### config.mk
export PLATFORM = sky130hd
export DESIGN_NAME = fcpv_cell
export DESIGN_NICKNAME = d
export VERILOG_FILES = /design/src/hdl/fcpv_cell.sv
export SDC_FILE = /design/constraint.sdc
export NUM_CORES = 1
export LEC_CHECK = 0
export BUFFER_PORTS_ARGS = -buffer_cell sky130_fd_sc_hd__buf_2
export CORE_MARGIN = 10
export CORE_UTILIZATION = 36
export CTS_CLUSTER_DIAMETER = 60
export DETAILED_ROUTE_END_ITERATION = 10
export PLACE_DENSITY = 0.86
export SLEW_MARGIN = 5
export SYNTH_ARGS = -nofsm -noshare
export SYNTH_HDL_FRONTEND = slang
export SYNTH_SLANG_ARGS = --single-unit
### constraint.sdc
create_clock -name clk -period 0.9 [get_ports clk]
set_clock_uncertainty 0.15 [all_clocks]
set_input_delay 0.09 -clock clk [delete_from_list [all_inputs] [get_ports clk]]
set_output_delay 0.09 -clock clk [all_outputs]
set_load 0.02 [all_outputs]
### src/hdl/fcpv_cell.sv
// fcpv_cell: one table entry of the rotating page table
// holds used and resident flags plus page, count and frame; no package use
module fcpv_cell #(
	parameter int unsigned DATA_W = 46
) (
	input  logic              clk,
	input  logic              arst_n,
	input  logic              shift,
	input  logic [DATA_W-1:0] d,
	output logic [DATA_W-1:0] q
);
	logic [1:0]        flags_q;
	logic [DATA_W-3:0] data_q;

	// flags clear on reset, payload is undefined until written
	always_ff @(posedge clk or negedge arst_n) begin
		if (!arst_n) begin
			flags_q <= 2'b00;
		end else if (shift) begin
			flags_q <= d[DATA_W-1:DATA_W-2];
		end
	end

	always_ff @(posedge clk) begin
		if (shift) begin
			data_q <= d[DATA_W-3:0];
		end
	end

	assign q = {flags_q, data_q};
endmodule

### Yosys cells after proc, flatten, opt, wreduce, memory -nomap -nowiden

Index checks and enable logic that the tools add are counted.

| operators by class | value |
|---|---|
| $mul | 0 |
| order comparisons | 0 |
| reductions and logical operators | 0 |
| bitwise gates (word level) | 0 |
| add/subtract/negate cells | 0 |
| divide/modulo/power cells | 0 |
| mux-type cells | 0 |
| shift-type cells | 0 |
| eq/ne operators | 0 |

| storage, ports and cells | value |
|---|---|
| word-level logic and storage cells | 2 |
| memory bits (writable) | 0 |
| bits of input ports | 49 |
| bits in latches | 0 |
| ROM bits | 0 |
| register bits | 46 |
| memories | 0 |

### Longest topological paths before layout

| logic depth | value |
|---|---|
| depth in word-level cells | 0 |
| depth in mapped cells | 1 |
| gate-level depth less buffers | 1 |

### Worst setup path before layout

OpenSTA, ideal clock, no wires.

| timing path | value |
|---|---|
| path kind | register -> register |
| from | reg flags_q[0] (netlist name) |
| to | reg flags_q[0] |
| data required time | 0.625 ns |
| stages on the path, launching flop included | 2 |
| arrival time | 0.701 ns |
| clock period less this slack | 0.976 ns |
| slack | -0.076 ns |
| setup time | 0.125 ns |
| cell sequence | dfrtp_1 > mux2_2 |

RTL lines:

| item | RTL line | text |
|---|---|---|
| end signal: assignment | 20 | `flags_q <= d[DATA_W-1:DATA_W-2];` |
| end: declaration | 12 | `logic [1:0] flags_q;` |

### Worst setup path after layout

| timing path | value |
|---|---|
| from | reg data_q[8] |
| to | out q[8] |

RTL lines:

| item | RTL line | text |
|---|---|---|
| start: declaration | 13 | `logic [DATA_W-3:0] data_q;` |
| start signal: assignment | 26 | `data_q <= d[DATA_W-3:0];` |
| end: declaration | 10 | `output logic [DATA_W-1:0] q` |

No word-level cell between the ends.

==> flow_metrics.py <==
metrics = {
    "setup_path": {
        "worstPathRequired_ns": 0.66,
        "arrival_ns": 0.86,
        "path_class": "reg -> out",
        "cp_max_fo": 1,
        "cp_cell_sequence": "buf_6",
        "cp_top_family": "flip-flops",
        "cp_slowest_cell": "edfxtp_1",
        "cp-start-kind": "flip-flop",
        "cp_num_buf_inv": 1,
        "slowest_delay_ns": 0.42,
        "end_kind": "primary output",
    },
    "cts": {
        "clkLatencyLatePin_ns": 0.28,
        "htreeDepth": 2,
        "hold_buffers": 45,
        "cts_tree": "done",
        "clockBufferDepth": 2,
        "cts_buffers": 5,
        "path_clk_slew_ns": 0.08,
        "clockRootBuffer": "clkbuf_8",
        "clock-sinks": 46,
    },
    "final_layout": {
        "drive_gt1_share_pct": 54.27,
        "syn_to_final_growth_pct": 101.5,
        "layout.cells.non_filler": 247,
        "final_area_um2": 2809,
        "layout.nets": 247,
        "diodes": 0,
    },
    "drt": {
        "dr.pass1.iters": 3,
        "drt_iter0_drc": 52,
        "routedWlPerCell_um": 18.13,
        "viasPerCell": 4.320,
        "via_count": 1067,
        "wl_um": 4479,
        "ant_nets": 0,
        "drc_errors": 0,
    },
    "global_route": {
        "grt-ovfl-total": 0,
        "grt_pass1_wl_um": 6403,
        "grt_max_degree": 21,
        "track_usage_pct": 13.10,
        "grt_pass1_vias": 1214,
        "antenna_found_initial": 0,
    },
    "synth": {
        "syn_avg_cell_area_um2": 29.04,
        "yosys.cell_types.count": 3,
        "postSynthCellCount": 48,
        "yosysSeqAreaShare_pct": 98.38,
        "synth_nets": 97,
        "netlist_area_um2": 1394,
        "synth_warnings": 0,
        "ys_ff_latch": 46,
    },
    "die": {
        "coreArea_um2": 3716,
        "pin_count": 95,
        "start_util_pct": 37.51,
        "die-area_um2": 6761,
        "die_x_um": 82.23,
        "rows": 22,
        "die_y_um": 82.23,
    },
    "placement": {
        "gp_congestion": 0.6542,
        "place_inst": 193,
        "post-place-ws_ns": -0.01010,
        "io_buffers": 94,
        "placed_area_um2": 1974,
    },
    "min_path": {
        "hp-class": "in -> reg",
    },
    "sta": {
        "fmax_mhz": 907.8,
        "post-route-min-period_ns": 1.102,
        "hold_ws_ns": -0.1188,
        "setup_tns_ns": -7.577,
        "rsz0062_at_grt": "yes",
        "drv_slew": 0,
        "relSlewSlack_pct": 87.94,
        "setup_slack_ns": -0.2016,
        "fin_crit_sh_pct": 122.4,
        "finalHoldViolations": 4,
        "setup_viol": 48,
        "worstMarginPinSlew_ns": 0.1809,
    },
    "power": {
        "leakagePower_nw": 1.193,
        "ir_drop_uv": 1621,
        "powerDensity_nw_per_um2": 1770,
    },
    "run_status": {
        "violations": "hold timing, setup timing",
        "status": "complete, but fails checks",
    },
    "flow_run": {
        "drv_cap": 0,
    },
}
-- layer usage --
layer  track usage [%]  share of wire (%)  up-vias
met4             3.741                2.0        0
met3             7.883                 12       10
met2             23.64                 55       64
li1                  -                  -      490
met1             12.08                 31      503
met5                 0                  0        -
-- placed cells by master (no fill, tap or decap) --
| cell | instances |
|---|---|
| clkbuf_1 | 2 |
| mux2_2 | 1 |
| dfrtp_2 | 2 |
| edfxtp_1 | 44 |
| clkbuf_8 | 5 |
| mux2_4 | 1 |
| buf_12 | 2 |
| buf_6 | 43 |
| buf_4 | 1 |
| buf_2 | 52 |
| bufinv_16 | 1 |
| dlygate4sd3_1 | 45 |
-- kinds of logic after synthesis --
| group | share of synthesized area, % |
|---|---|
| flops | 98.38 |
| mux | 1.616 |
-- state kept, by name, indices dropped and copies added (netlist names) --
name     flops
flags_q      2
data_q      44
-- per-stage QoR --
stage / utilization [%] / power [mW]
6_report: 75.59 / 4.971
2_1_floorplan: - / 2.863
5_1_grt: 75.59 / 5.166
3_3_place_gp: 53.13 / 3.179
3_5_place_dp: 53.13 / 3.198
4_1_cts: 71.82 / 4.876
-- worst paths after layout --
path | cells past startpoint | slack (ns) | start | endpoint
worst max-delay path | 1 | -0.20 | data_q[8] | q[8]
worst min-delay path | 2 | -0.12 | d[45] | flags_q[1]
worst max register to register | 2 | -0.16 | flags_q[0] | flags_q[0]
worst min register to register | 1 | 0.39 | flags_q[1] | flags_q[1]
max in group asynchronous | 2 | 0.53 | arst_n | flags_q[1]
min in group asynchronous | 2 | -0.04 | arst_n | flags_q[0]
-- cell usage after synthesis --
| library cell | n | area share (%) |
|---|---|---|
| dfrtp_1 | 2 | 3.6 |
| edfxtp_1 | 44 | 95 |
| mux2_2 | 2 | 1.6 |
-- power breakdown --
group	total (mW)	internal (mW)	switching [mW]
logic	0.917	0.518	0.400
registers	2.62	2.54	0.0799
clock network	1.44	0.830	0.606
total	4.97	3.88	1.09
-- what timing repair did --
action                                 CTS  global route
resized for setup                       44            43
pin swaps                                0             0
setup buffers                            0             1
setup endpoints to repair               48            48
endpoints found under the hold margin   48             4
-- final cells by class --
type / count / area [µm²]
tap: 48 / 60.06
sequential: 46 / 1374
fill: 223 / 907.1
clock buffer: 7 / 76.32
timing repair buffer: 143 / 1242
multi-input combinational: 2 / 26.28
clock inverter: 1 / 30.03
No activity file was read; power rests on OpenSTA's default activity.
